**src/rtl/mhs_pkg.sv**
```systemverilog
`timescale 1ns / 1ps
package mhs_pkg;

   localparam logic [63:0] SEED_ONE = 64'hae27729cb202352b;
   localparam logic [63:0] SEED_TWO = 64'hd5e7551b9199b903;
   localparam logic [63:0] MUL_A    = 64'h87c37b91114253d5;
   localparam logic [63:0] MUL_B    = 64'h4cf5ad432745937f;
   localparam logic [63:0] ADD_ONE  = 64'h0000000052dce729;
   localparam logic [63:0] ADD_TWO  = 64'h0000000038495ab5;
   localparam logic [63:0] FMIX_A   = 64'hff51afd7ed558ccd;
   localparam logic [63:0] FMIX_B   = 64'hc4ceb9fe1a85ec53;

   localparam logic [4:0] FULL_COUNT = 5'd16;
   localparam logic [4:0] WORD_COUNT = 5'd8;

   localparam int FIFO_DEPTH = 2;
   localparam int FIFO_PTR_W = (FIFO_DEPTH > 1) ? $clog2(FIFO_DEPTH) : 1;
   localparam int FIFO_FILL_W = $clog2(FIFO_DEPTH + 1);

   typedef enum logic {
      OP_ROUND,
      OP_TAIL
   } op_type;

   typedef struct packed {
      op_type      op;
      logic        last;
      logic [4:0]  count;
      logic [63:0] lo;
      logic [63:0] hi;
   } item_type;

   typedef struct packed {
      logic     push;
      item_type item;
   } fifo_wr_type;

   typedef struct packed {
      logic     valid;
      item_type item;
   } fifo_rd_type;

   typedef struct packed {
      logic        start;
      logic [63:0] op_a;
      logic [63:0] op_b;
   } mul_req_type;

   typedef struct packed {
      logic        done;
      logic [63:0] prod;
   } mul_rsp_type;

   typedef enum logic [4:0] {
      ST_IDLE,
      ST_K1A,
      ST_K1B,
      ST_K2A,
      ST_K2B,
      ST_MIX1,
      ST_MIX1B,
      ST_MIX2,
      ST_MIX2B,
      ST_FIN0,
      ST_FIN1,
      ST_FM1A,
      ST_FM1B,
      ST_FM2A,
      ST_FM2B,
      ST_OUT0,
      ST_OUT1
   } state_type;

endpackage

```
**src/rtl/mhs_mul.sv**
```systemverilog
`timescale 1ns / 1ps
module mhs_mul (
   input  logic                 clock,
   input  logic                 reset,
   input  mhs_pkg::mul_req_type req,
   output mhs_pkg::mul_rsp_type rsp
);
   import mhs_pkg::*;

   localparam logic [1:0] STEP_LL = 2'd0;
   localparam logic [1:0] STEP_LH = 2'd1;
   localparam logic [1:0] STEP_HL = 2'd2;

   logic        busy_ff, busy_in;
   logic        done_ff, done_in;
   logic [1:0]  step_ff, step_in;
   logic [63:0] a_ff, a_in;
   logic [63:0] b_ff, b_in;
   logic [63:0] prod_ff, prod_in;
   logic [31:0] x, y;
   logic [63:0] pp;

   // low 64 bits of a*b: lo*lo, then both cross terms shifted by 32
   assign x  = (step_ff == STEP_HL) ? a_ff[63:32] : a_ff[31:0];
   assign y  = (step_ff == STEP_LH) ? b_ff[63:32] : b_ff[31:0];
   assign pp = x * y;

   always_comb begin
      busy_in = busy_ff;
      done_in = 1'b0;
      step_in = step_ff;
      a_in    = a_ff;
      b_in    = b_ff;
      prod_in = prod_ff;
      if (req.start) begin
         busy_in = 1'b1;
         step_in = STEP_LL;
         a_in    = req.op_a;
         b_in    = req.op_b;
      end else if (busy_ff) begin
         prod_in = (step_ff == STEP_LL) ? pp : prod_ff + {pp[31:0], 32'd0};
         if (step_ff == STEP_HL) begin
            busy_in = 1'b0;
            done_in = 1'b1;
         end else begin
            step_in = step_ff + 1'b1;
         end
      end
   end

   always_ff @(posedge clock) begin
      a_ff    <= a_in;
      b_ff    <= b_in;
      prod_ff <= prod_in;
      step_ff <= step_in;
      if (reset) begin
         busy_ff <= 1'b0;
         done_ff <= 1'b0;
      end else begin
         busy_ff <= busy_in;
         done_ff <= done_in;
      end
   end

   assign rsp.done = done_ff;
   assign rsp.prod = prod_ff;

endmodule

```
**config.mk**
```make
export PLATFORM = sky130hd
export DESIGN_NAME = mhs_mul
export DESIGN_NICKNAME = d
export VERILOG_FILES = /design/src/rtl/mhs_pkg.sv /design/src/rtl/mhs_mul.sv
export SDC_FILE = /design/constraint.sdc
export NUM_CORES = 2
export LEC_CHECK = 0
export BUFFER_PORTS_ARGS = -buffer_cell sky130_fd_sc_hd__buf_4
export CAP_MARGIN = 10
export CORE_UTILIZATION = 30
export CTS_CLUSTER_DIAMETER = 100
export CTS_CLUSTER_SIZE = 14
export DETAILED_ROUTE_END_ITERATION = 12
export GPL_TIMING_DRIVEN = 0
export SYNTH_ARGS = -nofsm -noshare
export SYNTH_HDL_FRONTEND = slang
export SYNTH_SLANG_ARGS = --single-unit
```
**constraint.sdc**
```tcl
create_clock -name clock -period 10.5 [get_ports clock]
set_input_delay 2.1 -clock clock [delete_from_list [all_inputs] [get_ports clock]]
set_output_delay 2.1 -clock clock [all_outputs]
set_load 0.005 [all_outputs]
```
---- Word level (Yosys, flattened, before mapping) ----
Index checks and enable logic that the tools add are counted.
operators by class
  multipliers ............................. 1
  bitwise gates (word level) .............. 3
  divide/modulo/power cells ............... 0
  multiplexer cells ....................... 7
  equality and inequality tests ........... 2
  magnitude comparators ................... 0
  reduce and logical (&&, ||, !) cells .... 4
  $add $sub $neg .......................... 2
  shifts and indexed selects .............. 0
operators by type and width
  kind                                                  count
  adder 64 bit                                          1
  multiplier 32 x 32 -> 64 bit                          1
  2-to-1 mux 32 bit                                     2
  2-to-1 mux 64 bit                                     1
  2-to-1 mux 1 bit                                      4
  AND reduction 2 bit                                   2
  inverter 1 bit                                        3
  OR reduction 3 bit                                    1
  adder 2 x 1 -> 2 bit (second input constant)          1
  equality test 2 x 1 -> 1 bit (second input constant)  1
  equality test 2 bit (second input constant)           1
  logical NOT 2 bit                                     1
word-level totals
  word-level logic and storage cells ...... 25
  output and inout port bits .............. 65
  register bits after elaboration ......... 196
  latch bits .............................. 0
  bits in read-only memories .............. 0
  memories ................................ 0
  bits in writable memories ............... 0
  input port bits ......................... 131

---- Depth between registers and ports, before layout ----
  depth after elaboration ................. 5
  mapped depth ............................ 39
  mapped depth without buffers ............ 35

---- Worst setup path before layout ----
Ideal clock, no wire load.
  path kind ............................... reg-to-reg
  from .................................... reg step_ff[0]
  to ...................................... reg prod_ff[61] (data pin)
  library setup time ...................... 0.272 ns
  stages on the path, launching flop included .. 36
  path buffers ............................ 4
  slack ................................... 0.726 ns
  required time ........................... 10.228 ns
  data arrival time ....................... 9.502 ns
  period minus slack after synthesis ...... 9.774 ns
  cells stage by stage .................... dfxtp_1 -> inv_1 -> ha_1 -> clkbuf_1 -> buf_1 -> buf_1 -> mux2i_1 -> nor2_1 -> fa_1 -> inv_1 -> fa_1 -> fa_1 -> fa_1 -> inv_1 -> fa_1 -> fa_1 -> fa_1 -> fa_1 -> ha_1 -> nand2_1 -> o21ai_0 -> nor2_1 -> o2111ai_2 -> o21a_1 -> xor2_1 -> ha_1 -> clkbuf_1 -> a21o_1 -> a21o_1 -> a21oi_1 -> o21ai_0 -> a221oi_1 -> o21ai_1 -> xnor2_1 -> nor2_1 -> or4b_1
between the ends
  longest elaborated chain between the ends .. 5
  elaborated cells between the ends (all ways) .. 8
  classes of those cells .................. 1 x add/sub; 1 x mul; 2 x eq/ne; 3 x mux; 1 x reduce/logical
RTL lines
  element                                                              RTL line                      RTL
  start: declaration                                                   mhs_mul.sv:16                 logic [1:0] step_ff, step_in;
  start signal: assignment                                             mhs_mul.sv:55                 step_ff <= step_in;
  equality test 2 bit or equality test 2 x 1 -> 1 bit (tied branches)  mhs_mul.sv:24, mhs_mul.sv:25
  2-to-1 mux 32 bit (on tied branches)                                 mhs_mul.sv:24, mhs_mul.sv:25
  multiplier 32 x 32 -> 64 bit                                         mhs_mul.sv:26                 assign pp = x * y;
  adder 64 bit                                                         mhs_mul.sv:41                 prod_in = (step_ff == STEP_LL) ? pp : prod_ff + {pp[31:0], 32'd0};
  2-to-1 mux 64 bit *                                                  mhs_mul.sv:41
  end signal: assignment                                               mhs_mul.sv:54                 prod_ff <= prod_in;
  end: declaration                                                     mhs_mul.sv:19                 logic [63:0] prod_ff, prod_in;
Every way passes the cells marked *; elsewhere a longest branch is shown, timed or not.
A chain may end at the register's enable or synchronous reset.

---- Worst setup path in the final report ----
Same ends and word-level chain as after synthesis.

==> run metrics <==
CTS max path bufs=2; Synth area leader=fa_1; fraction of final layout cells sized beyond drive strength 1=about 12%; fill count=between 10000 and 15000; Initial Util=a little over 30%; synthesized area=between 0.04 and 0.05 mm²; syn_nets=5686; count of warnings emitted by yosys=0; top cells by area, synth=fa_1 (43%), edfxtp_1 (14%), ha_1 (9.1%), inv_1 (8.0%), nand2_1 (6.5%); DRT antenna net count=0; Root Buffer=clkbuf_16; CP max stage delay=660 ps; Final Critical Period=10260 ps; Post-synth EDFFs=between 150 and 200; vias in the first global route=about 34000; Critical Path RT=10780 ps; count leader, synth=fa_1; grt ovf=0; CP startpoint kind=flip-flop; WS Path Type=flip-flop to flip-flop; drt wl/cell=about 25 µm; pin count of the biggest net entering global routing=between 70 and 80; slack of the critical path=between 200 and 250 ps; final core occ=34.71%; Commonest cells post-synth=fa_1 (897), inv_1 (878), nand2_1 (720); initial antenna violation count=5; Gate Count Post-Synth=4359; Slew Viols, Final=0; chip width=373.2 µm; total CTS buffers=17; CP Capture Type=flip-flop; Synth Flop Type=edfxtp_1; first-pass GRT wire length=230.6 mm; worst slew pin tran=1193 ps; Highest Clock Rate=slightly below 0.1 GHz; CP Data Arrival Time=10540 ps; H-tree Lvls=4; drt drc=0; via count=between 30000 and 40000; vias per cell=between 5 and 6; Rel. slew slack=between 20 and 25%; Final setup viols=0; area delta synth->final=14.33%; fin crit share=about 98%; total track usage=a little under a quarter; Max Cap Violations=0; Worst-path clk slew=~90 ps; Yosys cell types=76; sequential area share after synthesis=between 10% and 20%; Die H=around 370 µm; syn_area_per_cell=9.482 µm²; Worst Path Max Fanout=10; GP Congestion=1.038; Min Hold Slack=~600 ps; final net count=5950; Synth top area share=between 40 and 50%; drt first pass iters=6; placement row count=approximately 140; initial drt markers=between 3000 and 4000; Clock Latency Late Sink=approximately 540 ps; outcome=completed; skew final=between 15 and 20 ps; Total Die Area=0.1393 mm²; IO buf count=195; Floorplan Core Area=between 0.1 and 0.15 mm²; detailed placer's ending HPWL=~130 mm; I/O pin count=196; register bit total from synthesis=196; Async SR Flop Fraction=0%; DP Worst Slack=-2648 ps; worst min-delay path category=flip-flop to flip-flop; most frequent CP cell=fa_1; Crit-path slowest cell=fa_1; drt total wl=158.7 mm; CTS tree=built; Fin. Hold Viols=0; clk sinks=~200
==> stage by stage <==
step	TNS (ps)	cells	instance area [µm²]
after floorplan	0	4359	41330
after global placement	-98340	6335	45020
after detailed placement	-50410	6358	45480
after CTS	0	6404	46810
after global routing	-8.440	6419	47250
final	0	6423	47260
==> placed cells by master (no fill, tap or decap), types with 47 or more instances in the layout <==
master and count:
inv_1 878, edfxtp_1 192, fa_1 896, o21ai_0 47, and2_1 47, nor2_1 436, clkbuf_1 101, mux2_2 55
a21oi_1 103, buf_4 232, nand2_1 720, ha_1 292
==> worst paths after layout <==
kind | start | endpoint | slack, ps | cells past startpoint
worst min register to register | step_ff[0] | step_ff[0] | 590 | 2
worst min-delay path | step_ff[0] | step_ff[0] | 590 | 2
worst max-delay path | step_ff[0] | prod_ff[61] | 240 | 32
worst max register to register | step_ff[0] | prod_ff[61] | 240 | 32
==> critical path, delay by kind of cell (launching register included) <==
family,cells,cell delay [ps]
fa+ha+maj,11,5350
simple gates,6,1240
xor+xnor,2,350
compound gates,3,790
buf+inv,9,1520
mux,1,360
flops,1,350
==> state kept, by name, indices dropped and copies added, names as in the netlist <==
signal / flops
a_ff: 64
b_ff: 64
busy_ff: 1
done_ff: 1
prod_ff: 64
step_ff: 2
==> what timing repair did <==
| item | CTS | global route |
|---|---|---|
| hold buffers | 0 | 0 |
| setup endpoints to repair | 41 | 15 |
| endpoints found under the hold margin | 0 | 0 |
| setup buffers | 21 | 18 |
| pin swaps | 1 | 3 |
| resized for setup | 153 | 140 |
| cloned | 0 | 0 |
==> area by class of cell <==
| cell class | instances | area (µm²) | area share (%) |
|---|---|---|---|
| Clock inverter | 15 | 182.7 | 0.3866 |
| Multi-Input combinational cell | 3078 | 32020 | 67.75 |
| Sequential cell | 196 | 5846 | 12.37 |
| Timing Repair Buffer | 257 | 2211 | 4.678 |
| Tap cell | 1781 | 2228 | 4.716 |
| Antenna cell | 6 | 15.01 | 0.03177 |
| Clock buffer | 17 | 425.4 | 0.9002 |
| Inverter | 878 | 3296 | 6.974 |
| Buffer | 195 | 1035 | 2.190 |
==> kinds of logic (layout without fill, tap and decap cells) <==
group | after synthesis | after routing | synth area share [%]
AO/OA/AOI/OAI | 322 | 322 | 4.983
XOR/XNOR | 85 | 85 | 1.801
adder cells (fa/ha/maj) | 1196 | 1196 | 52.50
buffers and inverters | 1085 | 1362 | 9.884
flip-flops | 196 | 196 | 14.14
multiplexers | 125 | 125 | 3.227
other | 0 | 6 | 0
AND/OR/NAND/NOR | 1350 | 1350 | 13.46
==> routing by layer <==
| layer | global-route usage, % | wire length [µm] | vias up |
|---|---|---|---|
| li1 | - | - | 13819 |
| met1 | 31.23 | 64590 | 16930 |
| met2 | 34.68 | 69740 | 1617 |
| met3 | 5.800 | 16340 | 314 |
| met4 | 10.14 | 7959 | 6 |
| met5 | 0 | 39 | - |
Power is not shown: default switching activity piles up to over one toggle a cycle in this logic, so the estimate is an artifact.
