===== config.mk =====
export PLATFORM = sky130hd
export DESIGN_NAME = mhs_front
export DESIGN_NICKNAME = d
export VERILOG_FILES = /design/src/rtl/mhs_pkg.sv /design/src/rtl/mhs_front.sv
export SDC_FILE = /design/constraint.sdc
export NUM_CORES = 1
export LEC_CHECK = 0
export ABC_AREA = 1
export ABC_CLOCK_PERIOD_IN_PS = 2500
export CAP_MARGIN = 30
export CORE_AREA = 2 2 105 107
export DETAILED_ROUTE_END_ITERATION = 10
export DIE_AREA = 0 0 107 109
export DONT_BUFFER_PORTS = 1
export GPL_ROUTABILITY_DRIVEN = 1
export GPL_TIMING_DRIVEN = 0
export PLACE_DENSITY = 0.3
export SLEW_MARGIN = 15
export SYNTH_ARGS = -nofsm -noshare
export SYNTH_HDL_FRONTEND = slang
export SYNTH_SLANG_ARGS = --single-unit

===== constraint.sdc =====
create_clock -name vclk -period 2.5
set_clock_uncertainty 0.2 [all_clocks]
set_input_delay 0.375 -clock vclk [all_inputs]
set_output_delay 0.375 -clock vclk [all_outputs]
set_load 0.05 [all_outputs]

===== src/rtl/mhs_pkg.sv =====
`timescale 1ns / 1ps
package mhs_pkg;

   localparam logic [63:0] SEED_ONE = 64'hae27729cb202352b;
   localparam logic [63:0] SEED_TWO = 64'hd5e7551b9199b903;
   localparam logic [63:0] MUL_A    = 64'h87c37b91114253d5;
   localparam logic [63:0] MUL_B    = 64'h4cf5ad432745937f;
   localparam logic [63:0] ADD_ONE  = 64'h0000000052dce729;
   localparam logic [63:0] ADD_TWO  = 64'h0000000038495ab5;
   localparam logic [63:0] FMIX_A   = 64'hff51afd7ed558ccd;
   localparam logic [63:0] FMIX_B   = 64'hc4ceb9fe1a85ec53;

   localparam logic [4:0] FULL_COUNT = 5'd16;
   localparam logic [4:0] WORD_COUNT = 5'd8;

   localparam int FIFO_DEPTH = 2;
   localparam int FIFO_PTR_W = (FIFO_DEPTH > 1) ? $clog2(FIFO_DEPTH) : 1;
   localparam int FIFO_FILL_W = $clog2(FIFO_DEPTH + 1);

   typedef enum logic {
      OP_ROUND,
      OP_TAIL
   } op_type;

   typedef struct packed {
      op_type      op;
      logic        last;
      logic [4:0]  count;
      logic [63:0] lo;
      logic [63:0] hi;
   } item_type;

   typedef struct packed {
      logic     push;
      item_type item;
   } fifo_wr_type;

   typedef struct packed {
      logic     valid;
      item_type item;
   } fifo_rd_type;

   typedef struct packed {
      logic        start;
      logic [63:0] op_a;
      logic [63:0] op_b;
   } mul_req_type;

   typedef struct packed {
      logic        done;
      logic [63:0] prod;
   } mul_rsp_type;

   typedef enum logic [4:0] {
      ST_IDLE,
      ST_K1A,
      ST_K1B,
      ST_K2A,
      ST_K2B,
      ST_MIX1,
      ST_MIX1B,
      ST_MIX2,
      ST_MIX2B,
      ST_FIN0,
      ST_FIN1,
      ST_FM1A,
      ST_FM1B,
      ST_FM2A,
      ST_FM2B,
      ST_OUT0,
      ST_OUT1
   } state_type;

endpackage


===== src/rtl/mhs_front.sv =====
`timescale 1ns / 1ps
module mhs_front (
   input  logic                 req_valid,
   output logic                 req_ready,
   input  logic [63:0]          req_word_low,
   input  logic [63:0]          req_word_high,
   input  logic [4:0]           req_byte_count,
   input  logic                 req_last_block,
   input  logic                 full,
   output mhs_pkg::fifo_wr_type wr
);
   import mhs_pkg::*;

   // mask keeping the low n bytes, n in 0..8
   function automatic logic [63:0] low_bytes(input logic [3:0] n);
      logic [63:0] m;
      if (n >= 4'd8) begin
         m = '1;
      end else begin
         m = (64'd1 << {n[2:0], 3'b000}) - 64'd1;
      end
      return m;
   endfunction

   logic [4:0] sat_count;
   logic [4:0] hi_count;
   logic [3:0] lo_n, hi_n;

   assign req_ready = !full;
   assign sat_count = (req_byte_count > FULL_COUNT) ? FULL_COUNT : req_byte_count;
   assign hi_count  = sat_count - WORD_COUNT;
   assign lo_n      = (sat_count > WORD_COUNT) ? 4'd8 : sat_count[3:0];
   assign hi_n      = (sat_count > WORD_COUNT) ? hi_count[3:0] : 4'd0;

   always_comb begin
      wr.push      = req_valid;
      wr.item.last = req_last_block;
      priority if (!req_last_block || sat_count == FULL_COUNT) begin
         wr.item.op    = OP_ROUND;
         wr.item.count = FULL_COUNT;
         wr.item.lo    = req_word_low;
         wr.item.hi    = req_word_high;
      end else begin
         // partial or empty tail: zeroed words premix to zero
         wr.item.op    = OP_TAIL;
         wr.item.count = sat_count;
         wr.item.lo    = req_word_low & low_bytes(lo_n);
         wr.item.hi    = req_word_high & low_bytes(hi_n);
      end
   end

endmodule


# == Word-level counts from Yosys, hierarchy flattened ==
# Cells that the tools add are included.
# word_totals
ff_bits,0
input_bits,136
# classes
add_sub_neg,3
n_lt_le_gt_ge,4
eq_ne,1
n_shift,2
muxes,9
bitwise,2
n_reduce_logical,3
# ops
operator,count
2-to-1 mux 64 bit,4
2-to-1 mux 133 bit,1
bitwise AND 64 bit,2
left shift 1 x 6 -> 64 bit (first input constant),2
subtractor 64 x 1 -> 64 bit (second input constant),2
>= comparator 4 bit (second input constant),2
2-to-1 mux 4 bit,2
equality test 5 bit (second input constant),1
> comparator 5 x 4 -> 1 bit (second input constant),1
> comparator 5 bit (second input constant),1
2-to-1 mux 5 bit,1
subtractor 4 bit (second input constant),1
logical NOT 1 bit,2
logical OR 1 bit,1
2-to-1 mux 1 bit,1

# == Longest topological paths before layout ==
# Gate-level depths: netlist of run 1.
# logic_depth
word_depth,10
ltp_mapped,12

# == Worst setup path after synthesis of run 1 ==
# Ideal clock, no wire load.
# synth_path
kind,input -> output
startpoint,input req_byte_count[1]
endpoint,output wr[72] (netlist bit)
arrival_time_ps,2459
t_required_ps,1925
setup_slack_ps,-534
cell_stages,8
n_path_buf,0
path_cell_list,nor2_2 -> nand2_1 -> nand2_1 -> nand2_1 -> nor2_1 -> nand2_1 -> ha_1 -> a21boi_0
# synth_lines
element,line_no,source
"start, declared",mhs_front.sv:7,"input logic [4:0] req_byte_count,"
"end, declared",mhs_front.sv:10,output mhs_pkg::fifo_wr_type wr

==> flow_summary.ini, run 1 <==
[status]
run_status = complete, but fails checks
violations = setup timing

[global_route]
grt_pass1_wl_um = 7060
grtUsageMet2_pct = 16.8
met1_usage_pct = 8.21
grt_start_max_net_pins = 11
grt_usage_pct = 7.66
grt_pass1_vias = 1371
grtUsageMet3_pct = 0.717
antenna_found_initial = 0
busiest_layer = met2
grt_overflow = 0

[yosys]
synthDistinctLibCells = 29
avgSynthCellArea_um2 = 4.36
synth_cells = 329
ys_seq_area_share_pct = 0
yosysWarnings = 0
synth_fp_nets = 467
syn_area_um2 = 1440

[route]
firstDrtPassIters = 4
drt-initial-drc-count = 31
via_count = 1847
ant_nets = 0
drc = 0
wire_per_inst_um = 12.3
viasPerCell = 3.90
wl_um = 5830

[flow_run]
drv_cap = 0

[sta]
tightest_slew_ps = 995
drv_slew = 0
period_share_pct = 102
max_freq_mhz = 393
setup_ws_ps = -46.5
fin_tns_setup_ps = -278
rsz0062_at_grt = yes
finalCriticalPeriod_ps = 2550
setup_viol = 8
max_slew_margin_pct = 33.4
finalHoldViolCount = 0

[setup_path]
worstPathRequired_ps = 1920
critPathLaunchType = primary input
crit_path_max_incr_delay_ps = 690
cp-end-kind = primary output
path_cells = inv_1 -> nor2_4 -> nand2_4 -> clkinv_2 -> buf_2 -> nor2_1
crit_type = in2out
crit_fanout = 10
arrival_ps = 1970
path_delay_family = simple AND/OR/NAND/NOR gates
cp_slowest_cell = nor2_1
cp_num_buf_inv = 3
crit_start = req_last_block

[cells_and_area]
clock_buffers = 0
final_cell_mix = inv_1, nor2_1, nor2_4
layout.area.seq_um2 = 0
nNetsFinal = 474
synthToLayoutAreaGrowth_pct = 55.3
final_common_cell = inv_1
seq_cells = 0
drive_above_1_share_pct = 34.4
fillers = 1201
final_area_um2 = 2230
n_antenna_cell = 0

[power]
clock_power_share_pct = 0
p_leak_nw = 1.25
totalPowerFinal_mw = 0.880
seqPwrFrac_pct = 0
peakVddDrop_mv = 0.104
p_int_mw = 0.141
netSwitchingFraction_pct = 84.0
combPwrFrac_pct = 100.0
switchingPower_mw = 0.739
powerDensity_nw_per_um2 = 395

[hold_path]
hold_path.startpoint = req_byte_count[4]
hp-class = in2out

[placed_design]
globalplace.congestion = 0.694
io_buffers = 0
dp_hpwl_um = 4950
place_ws_ps = -317
place_area_um2 = 1650

[die]
coreArea_um2 = 10600
fp.dieH_um = 109
rows = 38
ios = 273
die_w_um = 107
start_util_pct = 13.5
die_area_um2 = 11700

[cts]
ctsHoldBuffers = 0
## synthesized netlist by cell type
cell type / n / share of area, %
a21boi_0: 1 / 0.52
a21boi_1: 9 / 4.7
a21oi_1: 3 / 1.0
a21oi_2: 1 / 0.61
a21oi_4: 1 / 1.1
a31oi_1: 1 / 0.44
a31oi_2: 1 / 0.87
a31oi_4: 1 / 1.5
buf_2: 1 / 0.35
buf_4: 2 / 1.0
clkbuf_1: 1 / 0.26
ha_1: 2 / 1.7
inv_1: 130 / 34
inv_2: 4 / 1.0
nand2_1: 19 / 5.0
nand2_2: 1 / 0.44
nand2_4: 1 / 0.78
nand3_1: 6 / 2.1
nand3_2: 1 / 0.70
nand4_1: 2 / 0.87
nor2_1: 125 / 33
nor2_2: 6 / 2.6
nor2_4: 2 / 1.6
nor3_1: 2 / 0.70
o21a_1: 1 / 0.52
o21ai_0: 2 / 0.70
o21ai_1: 1 / 0.35
o21ai_2: 1 / 0.61
o21ai_4: 1 / 1.1
## through the flow
stage / hold slack (ps) / utilization [%] / std cells
3_3_place_gp: 708 / 15.4 / 469
6_report: 670 / 21.0 / 474
5_1_grt: 676 / 21.0 / 474
4_1_cts: 675 / 16.9 / 470
2_1_floorplan: 699 / - / 329
3_5_place_dp: 675 / 15.5 / 470
## logic make-up after synthesis
group	after synthesis	share of synthesized area (%)
buf+inv	138	36.7
simple gates	165	47.4
fa+ha+maj	2	1.74
compound gates	24	14.1
## per-layer routing
| metal | wire (µm) | vias to the layer above |
|---|---|---|
| met5 | 0 | - |
| li1 | - | 906 |
| met1 | 1980 | 795 |
| met4 | 0 | 0 |
| met2 | 3330 | 146 |
| met3 | 510 | 0 |
## power by group through the flow
stage | clock (mW) | sequential (mW) | combinational [mW]
floorplan | 0 | 0 | 0.717
global placement | 0 | 0 | 0.764
detailed placement | 0 | 0 | 0.765
CTS | 0 | 0 | 0.797
global route | 0 | 0 | 0.922
finish | 0 | 0 | 0.880
## path summary, 6_finish.rpt
| path | endpoint | slack, ps | cells past startpoint |
|---|---|---|---|
| setup / recovery | wr[127] | -50 | 6 |
| hold / removal | wr[130] | 670 | 1 |
## cell type report
class,instances,area (µm²),area share (%)
Inverter,134,507,22.7
Timing Repair Buffer,5,75.1,3.37
Multi-Input combinational cell,191,1450,64.9
Buffer,4,25.0,1.12
Tap cell,140,175,7.86
## repair_timing
| action | in CTS | in global routing |
|---|---|---|
| endpoints found under the hold margin | 0 | 0 |
| setup buffers | 0 | 4 |
| gates resized for setup | 38 | 99 |
| setup endpoints to repair | 35 | 94 |
| pin swaps | 3 | 10 |
No activity file was read; power rests on OpenSTA's default activity.
==> run 2, diff against run 1 <==
Settings changed: BUFFER_PORTS_ARGS set to -buffer_cell sky130_fd_sc_hd__buf_4, CORE_AREA 2 2 105 107 to 2 2 104 106, DIE_AREA 0 0 107 109 to 0 0 106 108, DONT_BUFFER_PORTS 1 to not set, PLACE_DENSITY 0.3 to 0.48, SKIP_LAST_GASP set to 1.
==> run 2 against run 1 <==
  * The flow now finishes without violations
  * Global-route usage increased by 4.5 points
  * Via count increased by 49%
  * Critical path depth is 6 higher
  * Wire length grew 35%
  * Critical path type unchanged
  * Maximum frequency up 6.6%
  * Die area is 1.8% lower
  * Worst hold slack improved by 140 ps
==> flow_summary.ini, run 2 (synthesized netlist as in run 1, its figures left out) <==
[status]
run_status = finished clean

[cells_and_area]
final_cell_mix = buf_4, inv_1, nor2_1
multi_input_area_um2 = 1010
seq_cells = 0
nNetsFinal = 745
final_area_um2 = 3790
layout.cells.non_filler = 741
drive_above_1_share_pct = 52.1
final_common_cell = buf_4
synthToLayoutAreaGrowth_pct = 164
fillers = 1128
n_antenna_cell = 0
clock_buffers = 0
layout.area.seq_um2 = 0

[setup_path]
crit_start = req_byte_count[0]
crit_path_max_incr_delay_ps = 200
worstPathRequired_ps = 1920
path_delay_family = buffers and inverters
cp_num_buf_inv = 4
cpMostUsedCell = nand2_1
path_cells = buf_4 -> inv_4 -> nand2_1 -> nand2_1 -> nand2_2 -> nor2_2 -> nand2_1 -> ha_4 -> o21ai_1 -> inv_1 -> a21oi_4 -> buf_6
arrival_ps = 1810
cp-end-kind = primary output
critPathLaunchType = primary input
crit_type = in2out
crit_fanout = 9
cp_slowest_cell = ha_4

[placed_design]
place_area_um2 = 3670
dp_hpwl_um = 7090
globalplace.congestion = 0.752
dp.cells = 737
io_buffers = 272

[cts]
ctsHoldBuffers = 0

[global_route]
grt_pass1_vias = 2508
grt_start_max_net_pins = 11
grt_overflow = 0
grt_usage_pct = 12.2
antenna_found_initial = 0
grt_pass1_wl_um = 11700

[route]
ant_nets = 0
firstDrtPassIters = 4
drc = 0
viasPerCell = 3.72
wl_um = 7870
drt-initial-drc-count = 87
wire_per_inst_um = 10.6
via_count = 2755

[sta]
tightest_slew_ps = 602
max_slew_margin_pct = 59.7
drv_slew = 0
setup_viol = 0
finalHoldViolCount = 0
fin_tns_setup_ps = 0
timing.hold.ws_ps = 810
max_freq_mhz = 419
period_share_pct = 95.5
finalCriticalPeriod_ps = 2390

[power]
powerDensity_nw_per_um2 = 309
p_leak_nw = 2.46
peakVddDrop_mv = 0.136
switchingPower_mw = 0.770
combPwrFrac_pct = 100.0
clock_power_share_pct = 0
netSwitchingFraction_pct = 65.7
totalPowerFinal_mw = 1.17
p_int_mw = 0.402
seqPwrFrac_pct = 0

[hold_path]
hold_path.startpoint = req_valid
hold_depth = 2
hp-class = in2out
min_to = wr[135]

[die]
die_w_um = 106
coreArea_um2 = 10200
ios = 273
die_area_um2 = 11400
fp.dieH_um = 108
start_util_pct = 14.0
rows = 37

[flow_run]
drv_cap = 0
run 2: final cells by class:
cell class         instances  share of cell area, %
plain buffers              4                  0.627
multi-input cells        191                   26.8
inverters                134                   13.3
repair buffers           276                   54.8
well taps                136                   4.49
run 2: how the worst max path moves through the flow:
stage	endpoint	slack, ps	depth (start not counted)
6_report	wr[112]	110	12
5_1_grt	wr[48]	-1	10
4_1_cts	wr[44]	-50	11
3_5_place_dp	wr[80]	-450	12
3_3_place_gp	wr[80]	-450	12
2_1_floorplan	wr[105]	-90	8
run 2: metrics by stage:
step | utilization, % | setup WS [ps]
finish | 37.0 | 112
global route | 37.0 | -0.983
CTS | 36.3 | -52.8
detailed placement | 35.9 | -452
global placement | 35.9 | -449
floorplan | - | -92.7
run 2: timing repair:
action / 4_1_cts / 5_1_grt
resized for setup: 6 / 14
endpoints found under the setup margin: 32 / 32
setup buffers: 2 / 2
pin swaps: 2 / 3
run 2: routing by layer:
metal / global-route usage, % / up-vias / wire length (µm)
li1: - / 1447 / -
met1: 12.8 / 1159 / 2790
met2: 26.4 / 149 / 4380
met3: 2.11 / 0 / 700
met5: 0 / - / 0
met4: 0 / 0 / 0
run 2: power groups by stage:
stage	clock, mW	combinational [mW]	sequential [mW]
floorplan	0	0.717	0
global placement	0	1.15	0
detailed placement	0	1.16	0
CTS	0	1.17	0
global route	0	1.24	0
finish	0	1.17	0
