File: src/rtl/mhs_pkg.sv
`timescale 1ns / 1ps
package mhs_pkg;

   localparam logic [63:0] SEED_ONE = 64'hae27729cb202352b;
   localparam logic [63:0] SEED_TWO = 64'hd5e7551b9199b903;
   localparam logic [63:0] MUL_A    = 64'h87c37b91114253d5;
   localparam logic [63:0] MUL_B    = 64'h4cf5ad432745937f;
   localparam logic [63:0] ADD_ONE  = 64'h0000000052dce729;
   localparam logic [63:0] ADD_TWO  = 64'h0000000038495ab5;
   localparam logic [63:0] FMIX_A   = 64'hff51afd7ed558ccd;
   localparam logic [63:0] FMIX_B   = 64'hc4ceb9fe1a85ec53;

   localparam logic [4:0] FULL_COUNT = 5'd16;
   localparam logic [4:0] WORD_COUNT = 5'd8;

   localparam int FIFO_DEPTH = 2;
   localparam int FIFO_PTR_W = (FIFO_DEPTH > 1) ? $clog2(FIFO_DEPTH) : 1;
   localparam int FIFO_FILL_W = $clog2(FIFO_DEPTH + 1);

   typedef enum logic {
      OP_ROUND,
      OP_TAIL
   } op_type;

   typedef struct packed {
      op_type      op;
      logic        last;
      logic [4:0]  count;
      logic [63:0] lo;
      logic [63:0] hi;
   } item_type;

   typedef struct packed {
      logic     push;
      item_type item;
   } fifo_wr_type;

   typedef struct packed {
      logic     valid;
      item_type item;
   } fifo_rd_type;

   typedef struct packed {
      logic        start;
      logic [63:0] op_a;
      logic [63:0] op_b;
   } mul_req_type;

   typedef struct packed {
      logic        done;
      logic [63:0] prod;
   } mul_rsp_type;

   typedef enum logic [4:0] {
      ST_IDLE,
      ST_K1A,
      ST_K1B,
      ST_K2A,
      ST_K2B,
      ST_MIX1,
      ST_MIX1B,
      ST_MIX2,
      ST_MIX2B,
      ST_FIN0,
      ST_FIN1,
      ST_FM1A,
      ST_FM1B,
      ST_FM2A,
      ST_FM2B,
      ST_OUT0,
      ST_OUT1
   } state_type;

endpackage

File: src/rtl/mhs_fifo.sv
`timescale 1ns / 1ps
module mhs_fifo (
   input  logic                clock,
   input  logic                reset,
   input  mhs_pkg::fifo_wr_type wr,
   output logic                full,
   input  logic                pop,
   output mhs_pkg::fifo_rd_type rd
);
   import mhs_pkg::*;

   item_type               entries_ff [FIFO_DEPTH];
   item_type               entries_in [FIFO_DEPTH];
   logic [FIFO_PTR_W-1:0]  wr_ptr_ff, wr_ptr_in;
   logic [FIFO_PTR_W-1:0]  rd_ptr_ff, rd_ptr_in;
   logic [FIFO_FILL_W-1:0] fill_ff, fill_in;
   logic                   push_ok, pop_ok;

   assign full    = (fill_ff == FIFO_FILL_W'(FIFO_DEPTH));
   assign push_ok = wr.push && !full;
   assign pop_ok  = pop && (fill_ff != '0);

   assign rd.valid = (fill_ff != '0);
   assign rd.item  = entries_ff[rd_ptr_ff];

   always_comb begin
      entries_in = entries_ff;
      wr_ptr_in  = wr_ptr_ff;
      rd_ptr_in  = rd_ptr_ff;
      fill_in    = fill_ff;
      if (push_ok) begin
         entries_in[wr_ptr_ff] = wr.item;
         wr_ptr_in = (wr_ptr_ff == FIFO_PTR_W'(FIFO_DEPTH - 1)) ? '0
                                                                 : wr_ptr_ff + 1'b1;
      end
      if (pop_ok) begin
         rd_ptr_in = (rd_ptr_ff == FIFO_PTR_W'(FIFO_DEPTH - 1)) ? '0
                                                                 : rd_ptr_ff + 1'b1;
      end
      if (push_ok && !pop_ok) begin
         fill_in = fill_ff + 1'b1;
      end else if (pop_ok && !push_ok) begin
         fill_in = fill_ff - 1'b1;
      end
   end

   always_ff @(posedge clock) begin
      entries_ff <= entries_in;
      if (reset) begin
         wr_ptr_ff <= '0;
         rd_ptr_ff <= '0;
         fill_ff   <= '0;
      end else begin
         wr_ptr_ff <= wr_ptr_in;
         rd_ptr_ff <= rd_ptr_in;
         fill_ff   <= fill_in;
      end
   end

`ifndef SYNTHESIS
   a_fill_bound: assert property (@(posedge clock) disable iff (reset)
      fill_ff <= FIFO_FILL_W'(FIFO_DEPTH))
      else $error("queue fill beyond depth");

   a_pop_nonempty: assert property (@(posedge clock) disable iff (reset)
      pop |-> rd.valid)
      else $error("pop from empty queue");

   a_fill_grows: assert property (@(posedge clock) disable iff (reset)
      (push_ok && !pop_ok) |=> fill_ff == FIFO_FILL_W'($past(fill_ff) + 1'b1))
      else $error("queue fill lost a push");
`endif

endmodule

File: config.mk
export PLATFORM = sky130hd
export DESIGN_NAME = mhs_fifo
export DESIGN_NICKNAME = d
export VERILOG_FILES = /design/src/rtl/mhs_pkg.sv /design/src/rtl/mhs_fifo.sv
export SDC_FILE = /design/constraint.sdc
export NUM_CORES = 1
export LEC_CHECK = 0
export BUFFER_PORTS_ARGS = -buffer_cell sky130_fd_sc_hd__clkbuf_2
export CORE_MARGIN = 2
export CORE_UTILIZATION = 24
export CTS_CLUSTER_DIAMETER = 50
export DETAILED_ROUTE_END_ITERATION = 8
export MAX_ROUTING_LAYER = met4
export PLACE_DENSITY_LB_ADDON = 0.08
export REMOVE_ABC_BUFFERS = 1
export SLEW_MARGIN = 40
export SYNTH_ARGS = -nofsm -noshare
export SYNTH_HDL_FRONTEND = slang
export SYNTH_SLANG_ARGS = --single-unit
File: constraint.sdc
create_clock -name clock -period 10.45 [get_ports clock]
set_input_delay 1.045 -clock clock [delete_from_list [all_inputs] [get_ports clock]]
set_output_delay 1.045 -clock clock [all_outputs]
set_load 0.02 [all_outputs]
# Word level (Yosys, flattened, before mapping)
# Index checks and enable logic that the tools add are counted.
# totals
wordCells	43
out_inout_bits	137
register_bits	274
# classes
n_eq_ne	1
n_lt_le_gt_ge	3
reduce_logical	10
muxes	10
n_addsub	4
n_bitwise	2
# op_table
op	count
135-bit 2-to-1 mux	4
270-bit bitwise mux	1
135-bit demux with 1-bit select	1
1-bit logical AND	5
2-bit greater-or-equal comparator, second input constant	2
2-bit 2-to-1 mux	2
1-bit NOT with 2-bit output	2
2-bit nonzero test	2
1-bit zero test	3
1-bit adder, second input constant	2
2-bit by 1-bit adder with 2-bit output, second input constant	1
2-bit equality test, second input constant	1
2-bit by 1-bit less-than comparator with 1-bit output, second input constant	1
1-bit 2-to-1 mux	2
2-bit by 1-bit subtractor with 2-bit output, second input constant	1

# Logic depth before layout (Yosys ltp)
# Gate-level depths: netlist of run 1.
# logic_depth
word_depth	7
mapped_depth	6
depth_no_buf	6

# Worst setup path before layout of run 1
# No wires, ideal clock.
# synth_path
kind	input to register
from	input wr[135] in the netlist's numbering
to	register entries_ff[0] in the netlist's numbering, enable pin
required_ns	9.939
t_arrival_ns	4.339
path_stages	3
path_slack_ns	5.600
setup_time_ns	0.511
cell_sequence	inv_1 -> nor2_1 -> and2_1
# synth_via
elab_chain_len	1
# synth_rtl
item	line	text
start, declared	mhs_fifo.sv:5	input mhs_pkg::fifo_wr_type wr,
1-bit logical AND	mhs_fifo.sv:20	assign push_ok = wr.push && !full;
named net push_ok	mhs_fifo.sv:17	logic push_ok, pop_ok;
end signal, assigned	mhs_fifo.sv:48	entries_ff <= entries_in;
end, declared	mhs_fifo.sv:12	item_type entries_ff [FIFO_DEPTH];
# The timed path passes the listed nets, and every way through them passes these cells.
# A chain may end at the register's enable or synchronous reset.

==> flow_summary.json, run 1 <==
{
  "fp-row-count": 75,
  "multi_input_area_sq_mm": 0.00178,
  "critPathArrivalTime_ps": 2940,
  "nFillCells": 4149,
  "ant_nets": 0,
  "r2r-start": "fill_ff[0]",
  "worstRegToRegCells": 4,
  "synth.area.top_cells": "edfxtp_1 80%, mux2_2 11%, mux2_4 6.0%, dfxtp_1 0.79%, buf_6 0.67%",
  "p_int_mw": 2.56,
  "vias": 5248,
  "io_pins": 276,
  "skew_ps": 10.5,
  "routed_wl_um": 23200,
  "drt_iter0_drc": 216,
  "seqPwrFrac_pct": 39.5,
  "chipHeight_um": 209,
  "syn_avg_cell_area_sq_um": 22.8,
  "maxCapViolCount": 0,
  "end_kind": "output pin",
  "setup_viol": 0,
  "syn_inst": 443,
  "slew-limit-headroom_pct": 47.1,
  "io_buffers": 275,
  "required_ps": 9410,
  "grt_max_degree": 74,
  "initial_core_util_pct": 24.2,
  "r2r-end": "entries_ff[265]",
  "track_usage_pct": 10.9,
  "routed_via_density": 4.00,
  "critPathLaunch": "rd_ptr_ff",
  "status": "complete, no violations",
  "nets": 887,
  "first_pass_iters": 4,
  "htree_levels": 2,
  "grt_setup_unrepaired": "no",
  "grt_antenna_before_repair": 2,
  "die_x_um": 209,
  "busiest_layer": "met2",
  "cp_common_cell": "buf_6",
  "core_sq_mm": 0.0417,
  "worst_slack_ps": 6470,
  "cts_tree": "yes",
  "cts_setup_buffers": 0,
  "drive_above_1_share_pct": 61.3,
  "cts.clk_slew.worst_paths_ps": 50,
  "area_growth_pct": 32.4,
  "pre_cts_ws_ps": 6890,
  "cts_buffer_depth": 3,
  "place_congestion": 0.704,
  "cts_made_buffers": 37,
  "crit_path_cell_trace": "buf_6 -> buf_6 -> mux2_2 -> clkbuf_2",
  "powerDensity_mw_per_mm2": 271,
  "critPathKind": "reg2out",
  "overflow": 0,
  "fin_hold_ws_ps": 511,
  "min_to": "wr_ptr_ff",
  "worstMarginPinSlew_ps": 793,
  "startpoint_type": "register",
  "netlist_area_sq_mm": 0.0101,
  "switching_share_pct": 29.2,
  "clk_latency_ps": 520,
  "place_inst": 1247,
  "grt_pass1_vias": 5742,
  "setup_tns_ps": 0,
  "post_cts_resized": 0,
  "grt_pass1_wl_um": 34600,
  "fin_crit_ps": 3980,
  "met2_usage_pct": 17.2,
  "maxSlewViolCount": 0,
  "ys_seq_area_share_pct": 81.2,
  "critPathMaxStageDelay_ps": 610,
  "hold_class": "reg2reg",
  "switchingPower_mw": 1.06,
  "place.detailed.hpwl_um": 15200,
  "routedWlPerCell_um": 17.6,
  "crit_fanout": 56,
  "yosysTopAreaCellShare_pct": 80.4,
  "ys_ff_latch": 274,
  "finalNonFillerCells": 1313,
  "whs_path_depth": 2,
  "power.share.clock_pct": 35.4,
  "grtUsageMet1_pct": 12.4,
  "combPwrFrac_pct": 25.1,
  "crit_slowest_cell": "dfxtp_4",
  "clkSinkCount": 274,
  "vdd_drop_max_mv": 0.160,
  "r2r_slack_ps": 7820,
  "hp-start": "wr_ptr_ff",
  "cts-root-buf": "clkbuf_16",
  "regArea_sq_mm": 0.00819,
  "drc_errors": 0,
  "synth.distinct_cells": 16,
  "yosysWarningCount": 0,
  "design.die.area_sq_mm": 0.0437,
  "use_met3_pct": 4.00,
  "synth.largest_area_cell": "edfxtp_1",
  "cts_hold_buffers": 0,
  "period_share_pct": 38.1,
  "fmax_mhz": 251,
  "p_leak_nw": 5.02,
  "hold_viol": 0
}
worst max-delay path, delay by kind of cell (launching register included):
family	cells	cell delay, ps
buf+inv	3	1320
flops	1	610
mux	1	420
area by class of cell:
cell class	count	share of cell area [%]
multi-input cells	152	13.3
diodes	2	0.0375
inverters	2	0.0937
well taps	539	5.05
repair buffers	280	10.8
clock buffers	41	7.05
clock inverters	23	2.29
flip-flops and latches	274	61.4
state kept, by name, summed over array words and instances, names as in the netlist:
register and cells:
rd_ptr_ff 1, entries_ff 270, fill_ff 2, wr_ptr_ff 1
worst max-delay path by stage:
stage	cells past startpoint	endpoint	slack (ps)
after floorplan	1	rd[0]	4910
after global placement	4	rd[110]	6490
after detailed placement	4	rd[49]	6890
after CTS	4	rd[48]	6310
after global routing	4	rd[30]	6240
final	4	rd[49]	6470
placed cells by master, fill, tap and decap left out, drive strengths merged:
master,n
clkbuf,316
edfxtp,270
mux2,135
clkinv,11
bufinv,7
buf,5
inv,4
dfxtp,4
nor2,3
o21ai,3
xor2,3
clkinvlp,3
diode,2
or3,2
a21oi,2
nor2b,1
or2,1
and2,1
ha,1
power groups by stage:
stage | clock network, mW | registers [mW] | logic [mW]
after global routing | 1.37 | 1.45 | 0.975
after global placement | 0 | 1.45 | 0.924
after detailed placement | 0 | 1.46 | 0.936
after floorplan | 0 | 1.50 | 0.603
final | 1.28 | 1.43 | 0.908
after CTS | 1.33 | 1.43 | 0.939
synthesized netlist by cell type:
library cell / n
o21ai_0: 3
nor2b_1: 1
ha_1: 1
or3_1: 2
mux2_2: 95
nor2_1: 3
edfxtp_1: 270
dfxtp_1: 4
mux2_4: 40
inv_1: 2
buf_2: 9
or2_2: 1
buf_6: 6
xor2_1: 3
and2_1: 1
a21oi_1: 2
per-layer routing:
layer  wire (um)  vias to the layer above
met1        9480                     2629
met5           0                        -
met2       11200                      182
met3        1850                       52
met4         669                        0
li1            -                     2385
through the flow:
stage / power (mW) / instance area (sq um) / util (%)
after floorplan: 2.11 / 9970 / -
after global placement: 2.37 / 12100 / 29.0
after detailed placement: 2.39 / 12100 / 29.0
after CTS: 3.70 / 13300 / 32.0
after global routing: 3.79 / 13400 / 32.0
final: 3.62 / 13400 / 32.0
cell families (layout without fill, tap and decap cells):
kind of cell             Yosys count  after routing  synth area share (%)
buffers and inverters             17            346                  1.19
other                              0              2                     0
multiplexers                     135            135                  16.6
XOR/XNOR                           3              3                 0.261
AO/OA/AOI/OAI                      5              5                 0.248
adder cells (fa/ha/maj)            1              1                 0.124
flip-flops                       274            274                  81.2
AND/OR/NAND/NOR                    8              8                 0.422
Power figures use the tool's default switching activity.
==> run 2: changes to the inputs <==
- clock period: 10.45 -> 3.8 ns (I/O delays scaled with it)
==> run 2 against run 1 <==
Effect of this change: design area up 1.2%; sequential share of layout area down 0.70 points; die area unchanged; non-clock buffer count up 10; first-iteration DRC count down 18%; critical endpoint is now rd[46]; highest routed layer unchanged.
==> flow_summary.json, run 2 (synthesized netlist as in run 1, its figures left out) <==
{
  "chipHeight_um": 209,
  "critPathKind": "reg2out",
  "grt_pass1_wl_um": 33700,
  "crit_path_cell_trace": "buf_12 -> mux2_2 -> clkbuf_2",
  "cts_tree": "yes",
  "maxCapViolCount": 0,
  "first_pass_iters": 4,
  "hold_class": "in2reg",
  "worst_slack_ps": 1260,
  "setup_tns_ps": 0,
  "final_common_cell": "clkbuf_2",
  "setup_viol": 0,
  "mostFrequentLayoutCells": "275 x clkbuf_2, 270 x edfxtp_1, 95 x mux2_2",
  "die_x_um": 209,
  "clkSinkCount": 274,
  "place_congestion": 0.716,
  "fin_crit_ps": 2540,
  "drc_errors": 0,
  "htree_levels": 2,
  "routed_via_density": 3.93,
  "place_inst": 1249,
  "busiest_layer": "met2",
  "period_share_pct": 66.9,
  "ant_nets": 0,
  "skew_ps": 10.8,
  "routed_wl_um": 22600,
  "status": "complete, no violations",
  "cts_setup_buffers": 0,
  "top_regs": "entries_ff x270, fill_ff x2",
  "clk_latency_ps": 520,
  "cts-root-buf": "clkbuf_16",
  "design.die.area_sq_mm": 0.0437,
  "place.detailed.hpwl_um": 15000,
  "nFillCells": 4133,
  "grt_setup_unrepaired": "no",
  "drt_iter0_drc": 177,
  "grt_pass1_vias": 5608,
  "slew-limit-headroom_pct": 55.7,
  "cts_buffer_depth": 3,
  "grtUsageMet1_pct": 11.9,
  "end_kind": "output pin",
  "critPathMaxStageDelay_ps": 640,
  "post_cts_resized": 0,
  "powerDensity_mw_per_mm2": 741,
  "hold_viol": 0,
  "initial_core_util_pct": 24.2,
  "power.total_mw": 10.0,
  "cts.clk_slew.worst_paths_ps": 50,
  "crit_slowest_cell": "dfxtp_4",
  "area_growth_pct": 33.9,
  "startpoint_type": "register",
  "fmax_mhz": 393,
  "vias": 5212,
  "largest_register_ffs": 270,
  "use_met3_pct": 4.33,
  "maxSlewViolCount": 0,
  "io_pins": 276,
  "utilization_pct": 32.4,
  "grt_antenna_before_repair": 1,
  "drive_above_1_share_pct": 60.7,
  "crit_fanout": 55,
  "vdd_drop_max_mv": 0.346,
  "met2_usage_pct": 16.8,
  "cts_made_buffers": 38,
  "finalNonFillerCells": 1326,
  "core_sq_mm": 0.0417,
  "p_leak_nw": 5.09,
  "pre_cts_ws_ps": 1520,
  "io_buffers": 275,
  "worstMarginPinSlew_ps": 664,
  "routedWlPerCell_um": 17.0,
  "required_ps": 3420,
  "overflow": 0,
  "nets": 898,
  "grt_max_degree": 68,
  "largest-register": "entries_ff",
  "critPathArrivalTime_ps": 2160,
  "track_usage_pct": 10.6,
  "fp-row-count": 75
}
==> run 2: cell count changes in the layout (fill, tap and decap cells not counted) <==
cell	change
buf_12	+3
buf_4	+3
buf_6	-4
bufinv_16	-1
clkbuf_1	+2
clkbuf_16	+2
clkbuf_8	+1
clkinv_2	+1
clkinv_4	-1
clkinvlp_4	-1
diode_2	-1
dlygate4sd3_1	+8
inv_6	+1
==> run 2: layer usage <==
layer	vias up	share of wire, %
li1	2413	-
met1	2572	40
met2	179	48
met3	48	8.5
met4	0	2.8
met5	-	0
==> run 2: stage by stage <==
stage	cell area, sq um	hold WS, ps
2_1_floorplan	9970	449
3_3_place_gp	12100	480
3_5_place_dp	12100	489
4_1_cts	13500	1.01
5_1_grt	13500	8.70
6_report	13500	48.6
==> run 2: cell type report <==
class	instances	area [sq um]	share of cell area [%]
Sequential cell	274	8190	60.7
Multi-Input combinational cell	152	1780	13.2
Timing Repair Buffer	290	1560	11.5
Clock buffer	46	1010	7.50
Tap cell	539	674	4.99
Clock inverter	22	273	2.02
Inverter	2	12.5	0.0927
Antenna cell	1	2.50	0.0185
==> run 2: report_power, final <==
part,leakage [nW],switching (mW),total (mW),internal [mW]
logic,1.92,1.51,2.52,1.01
clock network,0.623,1.25,3.55,2.31
registers,2.55,0.130,3.93,3.80
==> run 2: final timing paths <==
kind | to | cells after the start | slack [ps] | start
min | entries_ff[75] | 1 | 50 | wr[75]
max reg2reg | entries_ff[205] | 4 | 1600 | fill_ff[0]
max | rd[46] | 3 | 1260 | rd_ptr_ff
min reg2reg | wr_ptr_ff | 2 | 500 | wr_ptr_ff
==> run 2: worst max-delay path, delay by kind of cell (launching register included) <==
family                 cells  cell delay (ps)
multiplexers               1              380
buffers and inverters      2              550
flip-flops                 1              640
==> run 2: what timing repair did <==
action                                 CTS  global route
hold buffers                             8             0
endpoints found under the hold margin   16             0
setup endpoints to repair                0             0
